===== config.mk =====
export PLATFORM = sky130hd
export DESIGN_NAME = debug_packet_deframer
export DESIGN_NICKNAME = d
export VERILOG_FILES = /design/src/sv/dpd_pkg.sv /design/src/sv/debug_packet_deframer.sv /design/src/sv/dpd_front.sv /design/src/sv/dpd_cmd_fifo.sv /design/src/sv/dpd_back.sv
export VERILOG_INCLUDE_DIRS = /design/src /design/src/sv
export SDC_FILE = /design/constraint.sdc
export NUM_CORES = 1
export LEC_CHECK = 0
export BUFFER_PORTS_ARGS = -buffer_cell sky130_fd_sc_hd__buf_2
export CAP_MARGIN = 20
export CORE_MARGIN = 2
export CORE_UTILIZATION = 55
export CTS_CLUSTER_SIZE = 10
export DETAILED_ROUTE_END_ITERATION = 8
export HOLD_SLACK_MARGIN = 0.02
export PLACE_DENSITY = 0.72
export SYNTH_ARGS = -nofsm -noshare
export SYNTH_HDL_FRONTEND = slang
export SYNTH_SLANG_ARGS = --single-unit

===== constraint.sdc =====
create_clock -name clk_i -period 8.1 [get_ports clk_i]
set_input_delay 2.025 -clock clk_i [delete_from_list [all_inputs] [get_ports clk_i]]
set_output_delay 2.025 -clock clk_i [all_outputs]
set_load 0.05 [all_outputs]

===== src/sv/assert_macros.svh =====
// Assertion macros for the deframer RTL.
`ifndef ASSERT_MACROS_SVH
`define ASSERT_MACROS_SVH
`ifndef SYNTHESIS
`define DPD_ASSERT(lbl, clk, rst_n, prop) \
  lbl: assert property (@(posedge clk) disable iff (!rst_n) prop) \
    else $error("deframer assertion failed");
`define DPD_ASSERT_NEVER(lbl, clk, rst_n, cond) \
  `DPD_ASSERT(lbl, clk, rst_n, !(cond))
`else
`define DPD_ASSERT(lbl, clk, rst_n, prop)
`define DPD_ASSERT_NEVER(lbl, clk, rst_n, cond)
`endif
`endif


===== src/sv/dpd_pkg.sv =====
// Types and constants of the debug packet deframer.
package dpd_pkg;

  localparam int unsigned DATA_W      = 7;
  localparam int unsigned LEN_W       = 16;
  localparam int unsigned MAX_RESULTS = 4;
  localparam int unsigned CNT_W       = 3;
  localparam int unsigned CMD_DEPTH   = 4;

  localparam logic [LEN_W-1:0] MAX_BODY_RESET = 16'd1024;

  localparam logic [DATA_W-1:0] CH_DOLLAR = 7'h24;
  localparam logic [DATA_W-1:0] CH_HASH   = 7'h23;
  localparam logic [DATA_W-1:0] CH_COLON  = 7'h3a;
  localparam logic [DATA_W-1:0] CH_PLUS   = 7'h2b;
  localparam logic [DATA_W-1:0] CH_MINUS  = 7'h2d;

  typedef enum logic [1:0] {
    KIND_PAYLOAD = 2'd0,
    KIND_TX      = 2'd1,
    KIND_VERDICT = 2'd2
  } kind_e;

  typedef enum logic [1:0] {
    ST_GOOD     = 2'd0,
    ST_MISMATCH = 2'd1,
    ST_OVERFLOW = 2'd2
  } status_e;

  typedef struct packed {
    kind_e             kind;
    logic [DATA_W-1:0] data;
    status_e           status;
    logic [LEN_W-1:0]  len;
  } res_t;

  typedef struct packed {
    logic [CNT_W-1:0]           count;
    res_t [MAX_RESULTS-1:0]     res;
  } cmd_t;

endpackage


===== src/sv/debug_packet_deframer.sv =====
// Debug packet deframer: $body#hh receiver with checksum check and sequence-id echo.
// A byte's first result reaches the result ports through the command queue, then
// the output register. Throughput: one byte per cycle unless full_o is high; the
// sequencer delivers one result per cycle unless the output is held, up to four
// per byte, so bursts of multi-result bytes are absorbed by the CmdDepth queue.
// Reset: framing returns to hunting for '$', queues empty, max_body_length = 1024.
module debug_packet_deframer #(
  parameter int unsigned CmdDepth = dpd_pkg::CMD_DEPTH
) (
  input  logic        clk_i,
  input  logic        rst_ni,
  input  logic        push_i,
  output logic        full_o,
  input  logic [7:0]  rx_byte_i,
  input  logic        cfg_valid_i,
  output logic        cfg_ready_o,
  input  logic [15:0] max_body_length_i,
  output logic        empty_o,
  input  logic        pop_i,
  output logic [1:0]  kind_o,
  output logic [6:0]  data_o,
  output logic [1:0]  status_o,
  output logic [15:0] payload_length_o,
  output logic        last_o
);

  `include "assert_macros.svh"

  logic          accept;
  logic          cmd_push;
  dpd_pkg::cmd_t cmd_w;
  dpd_pkg::cmd_t cmd_r;
  logic          cmd_full;
  logic          cmd_empty;
  logic          cmd_pop;
  logic          out_valid;
  dpd_pkg::res_t out_res;
  logic          out_last;

  assign cfg_ready_o = 1'b1;
  assign full_o      = cmd_full;
  assign accept      = push_i && !cmd_full;

  dpd_front u_front (
    .clk_i            (clk_i),
    .rst_ni           (rst_ni),
    .cfg_valid_i      (cfg_valid_i),
    .max_body_length_i(max_body_length_i),
    .accept_i         (accept),
    .rx_byte_i        (rx_byte_i),
    .cmd_push_o       (cmd_push),
    .cmd_o            (cmd_w)
  );

  dpd_cmd_fifo #(
    .Depth(CmdDepth)
  ) u_fifo (
    .clk_i  (clk_i),
    .rst_ni (rst_ni),
    .push_i (cmd_push),
    .wdata_i(cmd_w),
    .full_o (cmd_full),
    .pop_i  (cmd_pop),
    .empty_o(cmd_empty),
    .rdata_o(cmd_r)
  );

  dpd_back u_back (
    .clk_i      (clk_i),
    .rst_ni     (rst_ni),
    .cmd_empty_i(cmd_empty),
    .cmd_i      (cmd_r),
    .cmd_pop_o  (cmd_pop),
    .out_valid_o(out_valid),
    .out_pop_i  (pop_i),
    .out_res_o  (out_res),
    .out_last_o (out_last)
  );

  assign empty_o          = !out_valid;
  assign kind_o           = out_res.kind;
  assign data_o           = out_res.data;
  assign status_o         = out_res.status;
  assign payload_length_o = out_res.len;
  assign last_o           = out_last;

  `DPD_ASSERT_NEVER(a_no_push_when_full, clk_i, rst_ni, cmd_push && cmd_full)
  `DPD_ASSERT(a_cmd_count_range, clk_i, rst_ni,
              cmd_push |-> (cmd_w.count != 3'd0 && cmd_w.count <= 3'd4))
  `DPD_ASSERT(a_verdict_is_last, clk_i, rst_ni,
              (out_valid && out_res.kind == dpd_pkg::KIND_VERDICT) |->
              (out_last && out_res.data == '0))
  `DPD_ASSERT(a_pop_needs_cmd, clk_i, rst_ni, cmd_pop |-> !cmd_empty)

endmodule


===== src/sv/dpd_front.sv =====
// Front end: frames bytes, tracks checksum, emits at most one result command per byte.
module dpd_front (
  input  logic                          clk_i,
  input  logic                          rst_ni,
  input  logic                          cfg_valid_i,
  input  logic [dpd_pkg::LEN_W-1:0]     max_body_length_i,
  input  logic                          accept_i,
  input  logic [7:0]                    rx_byte_i,
  output logic                          cmd_push_o,
  output dpd_pkg::cmd_t                 cmd_o
);

  typedef enum logic [3:0] {
    PH_HUNT  = 4'b0001,
    PH_BODY  = 4'b0010,
    PH_SUMHI = 4'b0100,
    PH_SUMLO = 4'b1000
  } phase_e;

  phase_e                          phase_q, phase_d;
  logic [7:0]                      sum_q, sum_d;
  logic [dpd_pkg::LEN_W-1:0]       cnt_q, cnt_d;
  logic                            seq_q, seq_d;
  logic [7:0]                      hi_q, hi_d;
  logic [dpd_pkg::LEN_W-1:0]       max_q;
  logic [dpd_pkg::DATA_W-1:0]      held_q [3];
  logic                            held_we;
  logic [1:0]                      held_idx;
  logic [dpd_pkg::DATA_W-1:0]      ch;
  logic [4:0]                      dig;
  logic [7:0]                      sent;
  logic [dpd_pkg::LEN_W-1:0]       dlen;
  dpd_pkg::cmd_t                   cmd;

  // bit 4 set when the character is not a hex digit
  function automatic logic [4:0] hex_digit(input logic [dpd_pkg::DATA_W-1:0] c);
    logic [4:0] r;
    r = 5'h10;
    if (c >= 7'h61 && c <= 7'h66) begin
      r = {1'b0, 4'(c - 7'h57)};
    end else if (c >= 7'h30 && c <= 7'h39) begin
      r = {1'b0, 4'(c - 7'h30)};
    end else if (c >= 7'h41 && c <= 7'h46) begin
      r = {1'b0, 4'(c - 7'h37)};
    end
    return r;
  endfunction

  function automatic dpd_pkg::res_t mk(input dpd_pkg::kind_e k,
                                       input logic [dpd_pkg::DATA_W-1:0] d,
                                       input dpd_pkg::status_e s,
                                       input logic [dpd_pkg::LEN_W-1:0] l);
    dpd_pkg::res_t r;
    r.kind   = k;
    r.data   = d;
    r.status = s;
    r.len    = l;
    return r;
  endfunction

  always_comb begin
    ch       = rx_byte_i[6:0];
    dig      = hex_digit(ch);
    phase_d  = phase_q;
    sum_d    = sum_q;
    cnt_d    = cnt_q;
    seq_d    = seq_q;
    hi_d     = hi_q;
    held_we  = 1'b0;
    held_idx = cnt_q[1:0];
    cmd      = '0;
    sent     = hi_q + (dig[4] ? 8'hff : {4'h0, dig[3:0]});
    dlen     = (seq_q && cnt_q >= 16'd3) ? cnt_q - 16'd3 : cnt_q;
    case (phase_q)
      PH_HUNT: begin
        if (ch == dpd_pkg::CH_DOLLAR) begin
          sum_d = '0;
          cnt_d = '0;
          seq_d = 1'b0;
          hi_d  = '0;
          if (max_q == '0) begin
            cmd.res[0] = mk(dpd_pkg::KIND_VERDICT, '0, dpd_pkg::ST_OVERFLOW, '0);
            cmd.count  = 3'd1;
          end else begin
            phase_d = PH_BODY;
          end
        end
      end
      PH_BODY: begin
        if (ch == dpd_pkg::CH_HASH) begin
          phase_d = PH_SUMHI;
          if (cnt_q == 16'd1) begin
            cmd.res[0] = mk(dpd_pkg::KIND_PAYLOAD, held_q[0], dpd_pkg::ST_GOOD, '0);
            cmd.count  = 3'd1;
          end else if (cnt_q == 16'd2) begin
            cmd.res[0] = mk(dpd_pkg::KIND_PAYLOAD, held_q[0], dpd_pkg::ST_GOOD, '0);
            cmd.res[1] = mk(dpd_pkg::KIND_PAYLOAD, held_q[1], dpd_pkg::ST_GOOD, '0);
            cmd.count  = 3'd2;
          end
        end else begin
          sum_d = sum_q + {1'b0, ch};
          if (cnt_q < 16'd2) begin
            held_we = 1'b1;
            cnt_d   = cnt_q + 16'd1;
            if (cnt_d >= max_q) begin
              phase_d = PH_HUNT;
              if (cnt_q == '0) begin
                cmd.res[0] = mk(dpd_pkg::KIND_PAYLOAD, ch, dpd_pkg::ST_GOOD, '0);
                cmd.res[1] = mk(dpd_pkg::KIND_VERDICT, '0, dpd_pkg::ST_OVERFLOW, 16'd1);
                cmd.count  = 3'd2;
              end else begin
                cmd.res[0] = mk(dpd_pkg::KIND_PAYLOAD, held_q[0], dpd_pkg::ST_GOOD, '0);
                cmd.res[1] = mk(dpd_pkg::KIND_PAYLOAD, ch, dpd_pkg::ST_GOOD, '0);
                cmd.res[2] = mk(dpd_pkg::KIND_VERDICT, '0, dpd_pkg::ST_OVERFLOW, 16'd2);
                cmd.count  = 3'd3;
              end
            end
          end else if (cnt_q == 16'd2) begin
            held_we = 1'b1;
            cnt_d   = 16'd3;
            if (ch == dpd_pkg::CH_COLON) begin
              seq_d = 1'b1;
              if (16'd3 >= max_q) begin
                phase_d    = PH_HUNT;
                cmd.res[0] = mk(dpd_pkg::KIND_VERDICT, '0, dpd_pkg::ST_OVERFLOW, '0);
                cmd.count  = 3'd1;
              end
            end else begin
              cmd.res[0] = mk(dpd_pkg::KIND_PAYLOAD, held_q[0], dpd_pkg::ST_GOOD, '0);
              cmd.res[1] = mk(dpd_pkg::KIND_PAYLOAD, held_q[1], dpd_pkg::ST_GOOD, '0);
              cmd.res[2] = mk(dpd_pkg::KIND_PAYLOAD, ch, dpd_pkg::ST_GOOD, '0);
              cmd.count  = 3'd3;
              if (16'd3 >= max_q) begin
                phase_d    = PH_HUNT;
                cmd.res[3] = mk(dpd_pkg::KIND_VERDICT, '0, dpd_pkg::ST_OVERFLOW, 16'd3);
                cmd.count  = 3'd4;
              end
            end
          end else begin
            cnt_d      = (cnt_q != 16'hffff) ? cnt_q + 16'd1 : cnt_q;
            cmd.res[0] = mk(dpd_pkg::KIND_PAYLOAD, ch, dpd_pkg::ST_GOOD, '0);
            cmd.count  = 3'd1;
            if (cnt_d >= max_q) begin
              phase_d    = PH_HUNT;
              cmd.res[1] = mk(dpd_pkg::KIND_VERDICT, '0, dpd_pkg::ST_OVERFLOW,
                              seq_q ? cnt_d - 16'd3 : cnt_d);
              cmd.count  = 3'd2;
            end
          end
        end
      end
      PH_SUMHI: begin
        hi_d    = dig[4] ? 8'hf0 : {dig[3:0], 4'h0};
        phase_d = PH_SUMLO;
      end
      PH_SUMLO: begin
        phase_d = PH_HUNT;
        if (sent != sum_q) begin
          cmd.res[0] = mk(dpd_pkg::KIND_TX, dpd_pkg::CH_MINUS, dpd_pkg::ST_GOOD, '0);
          cmd.res[1] = mk(dpd_pkg::KIND_VERDICT, '0, dpd_pkg::ST_MISMATCH, dlen);
          cmd.count  = 3'd2;
        end else if (seq_q) begin
          cmd.res[0] = mk(dpd_pkg::KIND_TX, dpd_pkg::CH_PLUS, dpd_pkg::ST_GOOD, '0);
          cmd.res[1] = mk(dpd_pkg::KIND_TX, held_q[0], dpd_pkg::ST_GOOD, '0);
          cmd.res[2] = mk(dpd_pkg::KIND_TX, held_q[1], dpd_pkg::ST_GOOD, '0);
          cmd.res[3] = mk(dpd_pkg::KIND_VERDICT, '0, dpd_pkg::ST_GOOD, dlen);
          cmd.count  = 3'd4;
        end else begin
          cmd.res[0] = mk(dpd_pkg::KIND_TX, dpd_pkg::CH_PLUS, dpd_pkg::ST_GOOD, '0);
          cmd.res[1] = mk(dpd_pkg::KIND_VERDICT, '0, dpd_pkg::ST_GOOD, dlen);
          cmd.count  = 3'd2;
        end
      end
      default: begin
        phase_d = PH_HUNT;
      end
    endcase
  end

  assign cmd_push_o = accept_i && (cmd.count != '0);
  assign cmd_o      = cmd;

  always_ff @(posedge clk_i or negedge rst_ni) begin
    if (!rst_ni) begin
      phase_q <= PH_HUNT;
      sum_q   <= '0;
      cnt_q   <= '0;
      seq_q   <= 1'b0;
      hi_q    <= '0;
      max_q   <= dpd_pkg::MAX_BODY_RESET;
    end else begin
      if (cfg_valid_i) begin
        max_q <= max_body_length_i;
      end
      if (accept_i) begin
        phase_q <= phase_d;
        sum_q   <= sum_d;
        cnt_q   <= cnt_d;
        seq_q   <= seq_d;
        hi_q    <= hi_d;
      end
    end
  end

  always_ff @(posedge clk_i) begin
    if (accept_i && held_we) begin
      held_q[held_idx] <= ch;
    end
  end

endmodule


===== src/sv/dpd_cmd_fifo.sv =====
// Short command queue between the front end and the result sequencer.
module dpd_cmd_fifo #(
  parameter int unsigned Depth = dpd_pkg::CMD_DEPTH
) (
  input  logic          clk_i,
  input  logic          rst_ni,
  input  logic          push_i,
  input  dpd_pkg::cmd_t wdata_i,
  output logic          full_o,
  input  logic          pop_i,
  output logic          empty_o,
  output dpd_pkg::cmd_t rdata_o
);

  localparam int unsigned AW = (Depth > 1) ? $clog2(Depth) : 1;
  localparam int unsigned CW = $clog2(Depth + 1);
  localparam logic [AW-1:0] LAST_PTR = AW'(Depth - 1);
  localparam logic [CW-1:0] FULL_CNT = CW'(Depth);

  dpd_pkg::cmd_t    mem_q [Depth];
  logic [AW-1:0]    wptr_q, rptr_q;
  logic [CW-1:0]    cnt_q;
  logic             do_push, do_pop;

  assign full_o  = (cnt_q == FULL_CNT);
  assign empty_o = (cnt_q == '0);
  assign do_push = push_i && !full_o;
  assign do_pop  = pop_i && !empty_o;
  assign rdata_o = mem_q[rptr_q];

  always_ff @(posedge clk_i or negedge rst_ni) begin
    if (!rst_ni) begin
      wptr_q <= '0;
      rptr_q <= '0;
      cnt_q  <= '0;
    end else begin
      if (do_push) begin
        wptr_q <= (wptr_q == LAST_PTR) ? '0 : wptr_q + AW'(1);
      end
      if (do_pop) begin
        rptr_q <= (rptr_q == LAST_PTR) ? '0 : rptr_q + AW'(1);
      end
      if (do_push && !do_pop) begin
        cnt_q <= cnt_q + CW'(1);
      end else if (do_pop && !do_push) begin
        cnt_q <= cnt_q - CW'(1);
      end
    end
  end

  always_ff @(posedge clk_i) begin
    if (do_push) begin
      mem_q[wptr_q] <= wdata_i;
    end
  end

endmodule


===== src/sv/dpd_back.sv =====
// Back end: unrolls queued commands into single results behind an output register.
module dpd_back (
  input  logic                       clk_i,
  input  logic                       rst_ni,
  input  logic                       cmd_empty_i,
  input  dpd_pkg::cmd_t              cmd_i,
  output logic                       cmd_pop_o,
  output logic                       out_valid_o,
  input  logic                       out_pop_i,
  output dpd_pkg::res_t              out_res_o,
  output logic                       out_last_o
);

  logic [1:0]    idx_q;
  logic          out_valid_q;
  dpd_pkg::res_t out_res_q;
  logic          out_last_q;
  logic          load;
  logic          is_last;

  assign load      = !cmd_empty_i && (!out_valid_q || out_pop_i);
  assign is_last   = ({1'b0, idx_q} + 3'd1) == cmd_i.count;
  assign cmd_pop_o = load && is_last;

  always_ff @(posedge clk_i or negedge rst_ni) begin
    if (!rst_ni) begin
      idx_q       <= '0;
      out_valid_q <= 1'b0;
    end else begin
      if (load) begin
        idx_q       <= is_last ? 2'd0 : idx_q + 2'd1;
        out_valid_q <= 1'b1;
      end else if (out_pop_i) begin
        out_valid_q <= 1'b0;
      end
    end
  end

  always_ff @(posedge clk_i) begin
    if (load) begin
      out_res_q  <= cmd_i.res[idx_q];
      out_last_q <= is_last;
    end
  end

  assign out_valid_o = out_valid_q;
  assign out_res_o   = out_res_q;
  assign out_last_o  = out_last_q;

endmodule

==> results by group <==
Status
  – Status: finished, final reports clean

Logic synthesis
  – Main combinational cell family by area after synthesis: multiplexers
  – Post-Synth Adder-Cell Area: 0.0467
  – Register bit total from synthesis: 361
  – Average cell area after synthesis: 13.8 sq um
  – Cells after Synth: 1282
  – Number of synthesized flops with an enable pin: 302
  – Compound-cell area share of the yosys netlist: 0.101
  – Prevailing post-synth register cell: edfxtp_1
  – Seq/Total Area, Yosys: 0.598
  – Async SR Flop Fraction: 0.163
  – Simple logic cell fraction of the synthesized area: 0.0863
  – Yosys warns: 0
  – Mux share of post-synthesis cell area: 0.106
  – Syn_nets: 1375
  – Xor/xnor cell area share of the yosys netlist: 0.0303
  – Synthesized cell area: 17600 sq um
  – Post-synth cell types: 88

CTS
  – Hold buffers post-CTS: 0
  – Root Buffer: clkbuf_16
  – Post-CTS Resized: 0
  – Clock transition at the registers of the reported paths: 0.06 ns
  – CTS tree: yes
  – Clock latency on the worst-skew pair: 0.54 ns
  – Clock sink count: 361
  – H-tree depth: 2
  – CTS Buf Count: 43
  – Setup Fix Bufs, Post-CTS: 0
  – Worst-case clock buffer depth: 3

Floorplanning
  – Core footprint: 31600 sq um
  – Row count: 65
  – # IOs: 60
  – Die Ht: 183 um
  – Initial core utilization: 0.559
  – Die width: 183 um
  – Total die area: 33500 sq um

Placement
  – Final HPWL DP: 25.0 mm
  – IO Port Bufs: 57
  – Placed Cells: 1688
  – GPL Wtd Cong: 0.911

Power and ir drop
  – Pleak: 7.10 nW
  – Clk pwr share: 0.289
  – Seq pwr share: 0.400
  – Switching share of power: 0.336
  – VDD IR-drop max: 0.208 mV
  – P_sw: 2.02 mW
  – P per Cell Area: 308 nW/um^2
  – Internal power: 3.99 mW
  – Comb pwr share: 0.311

Global routing
  – Initial antenna violation count: 0
  – Vias in the first global route: 10800
  – GRT Util Overall: 0.235
  – Largest net degree at the start of global routing: 68
  – First-pass GRT wire length: 60.9 mm
  – Grt ovf: 0

Final layout
  – Ant diodes: 0
  – Commonest non-fill, non-tap cell in the layout: edfxtp_1
  – Final net count: 1424
  – Layout cells sized above 1: 0.165
  – Area delta synth->final: 10.9%
  – Most frequent cells in the layout: edfxtp_1 (302), nand2_1 (70), nor2_1 (69)
  – Non-filler instance count after layout: 1758

Setup path
  – Critical Path Stages: 21
  – Req. time, crit path: 8.37 ns
  – Crit-path max FO: 20
  – Setup crit end kind: flop
  – Setup crit start: rx_byte_i[0]
  – Worst Path Buf+Inv: 7
  – R2R cell count: 15
  – Reg-to-Reg Start: u_front.cnt_q[0]$_DFFE_PN0P_
  – Most used cell, CP: inv_1
  – Slowest stage delay, CP: 0.39 ns
  – CP Class: in -> reg
  – Worst path cell trace: buf_2, inv_1, ha_1, nor2b_1, o311ai_1, o21ai_1, inv_1, ha_1, inv_1, fa_1, xor2_1, xnor2_1, nor3b_1, mux2i_1, or2_1, nor3_2, buf_4, nand3_1, buf_4, inv_2, o2bb2ai_1
  – CP max stage cell: o311ai_1
  – Type of origin of the critical path: input pin
  – CP arrival: 6.61 ns
  – Critical path's top delay family: buffers and inverters

STA
  – Period utilization: 0.784
  – Max-slew violations: 0
  – Worst Skew: 0.0155 ns
  – Post-route minimum period: 6.35 ns
  – Max frequency: 158 MHz
  – Post-route setup TNS: 0 ns
  – Final Setup Violations: 0
  – Hold Vio Cnt, Final: 0
  – RSZ-0062 raised after global routing: no
  – Hold_ws: 0.498 ns
  – Slew headroom: 0.242
  – Measured slew at the worst slew-check pin: 1.13 ns

Flow run
  – Max_cap viols: 0

Route
  – Via density: 6.21
  – DRT iter0 DRCs: 1146
  – Routed WL per cell: 21.6 um
  – # DRC: 0
  – Pre-antenna DRT Iters: 5
  – Final ANT Viol Nets: 0
  – Vias: 10900
  – Final wirelength: 38.0 mm

Worst hold path
  – Cell depth of the worst hold path: 1
  – Min-delay src: u_fifo.cnt_q[2]$_DFFE_PN0P_
  – Hold Crit Class: reg -> reg
-- Yosys cell counts, types with 8 or more instances --
| cell type | instances | area (sq um) |
|---|---|---|
| a21oi_1 | 50 | 250 |
| nor2_1 | 69 | 259 |
| buf_2 | 11 | 55.1 |
| nand4_1 | 12 | 75.1 |
| mux2i_1 | 34 | 340 |
| nor2b_1 | 22 | 138 |
| or3_1 | 12 | 75.1 |
| a22o_1 | 25 | 219 |
| o22ai_1 | 28 | 175 |
| a21o_1 | 8 | 60.1 |
| a22oi_1 | 13 | 97.6 |
| mux4_2 | 65 | 1460 |
| nand3_1 | 17 | 85.1 |
| inv_1 | 63 | 236 |
| dfrtp_1 | 57 | 1430 |
| nor4_1 | 9 | 56.3 |
| nor3_1 | 22 | 110 |
| clkbuf_1 | 41 | 154 |
| ha_1 | 61 | 763 |
| o21ai_0 | 52 | 260 |
| a31oi_1 | 12 | 75.1 |
| xnor2_1 | 41 | 359 |
| buf_1 | 9 | 33.8 |
| edfxtp_1 | 302 | 9070 |
| nand2_1 | 70 | 263 |
| nand2b_1 | 10 | 62.6 |
| xor2_1 | 20 | 175 |
-- worst paths after layout --
check | endpoint | slack (ns)
worst max-delay path | u_fifo.mem_q[0][46]$_DFFE_PP_ | 1.75
worst min-delay path | u_fifo.cnt_q[2]$_DFFE_PN0P_ | 0.50
worst max register to register | u_fifo.mem_q[1][42]$_DFFE_PP_ | 1.84
worst min register to register | u_fifo.cnt_q[2]$_DFFE_PN0P_ | 0.50
max in group asynchronous | u_fifo.rptr_q[0]$_DFFE_PN0P_ | 5.85
min in group asynchronous | u_fifo.cnt_q[0]$_DFFE_PN0P_ | 1.64
-- cell type report --
type / instances / area (sq um)
fillers: 2397 / 12000
flip-flops and latches: 361 / 10600
multi-input cells: 787 / 6540
clock buffers: 61 / 1140
well taps: 402 / 503
repair buffers: 73 / 455
inverters: 65 / 244
clock inverters: 9 / 108
-- per-layer routing --
layer,up-vias,GRT usage,share of wire
met5,-,0,0
met4,0,0.0717,0.024
met3,68,0.0316,0.059
met2,405,0.358,0.46
met1,5406,0.356,0.46
li1,5042,-,-
-- flip-flops by register name, indices dropped and copies added (netlist names), 2 cells and up --
register	cells
u_front.cnt_q	16
u_fifo.cnt_q	3
u_front.sum_q	8
u_front.hi_q	4
u_front.phase_q	4
u_fifo.rptr_q	2
u_front.held_q	14
u_fifo.mem_q	260
u_back.idx_q	2
u_back.out_res_o	27
u_front.max_q	16
u_fifo.wptr_q	2
-- power groups by stage --
stage | Sequential (mW) | Clock (mW) | Combinational, mW
floorplan | 2.57 | 0 | 1.27
global placement | 2.44 | 0 | 1.83
detailed placement | 2.45 | 0 | 1.86
CTS | 2.41 | 1.77 | 1.87
global route | 2.44 | 1.85 | 2.03
finish | 2.40 | 1.74 | 1.87
-- through the flow --
| stage | instance area (sq um) | power, mW | setup WS (ns) | util |
|---|---|---|---|---|
| 6_report | 19500 | 6.01 | 1.75 | 0.619 |
| 5_1_grt | 19500 | 6.31 | 1.30 | 0.619 |
| 4_1_cts | 19500 | 6.05 | 1.81 | 0.619 |
| 3_5_place_dp | 18300 | 4.31 | 1.27 | 0.580 |
| 3_3_place_gp | 18300 | 4.27 | 1.35 | 0.580 |
| 2_1_floorplan | 17600 | 3.84 | 2.27 | - |
-- cell families (layout without fill, tap and decap cells) --
logic type      after synthesis  in the layout
fa+ha+maj                    64             64
buf+inv                     134            208
flops                       361            361
mux                         105            105
xor+xnor                     61             61
compound gates              265            265
other cells                   1              1
simple gates                291            291
Power figures use the tool's default switching activity.
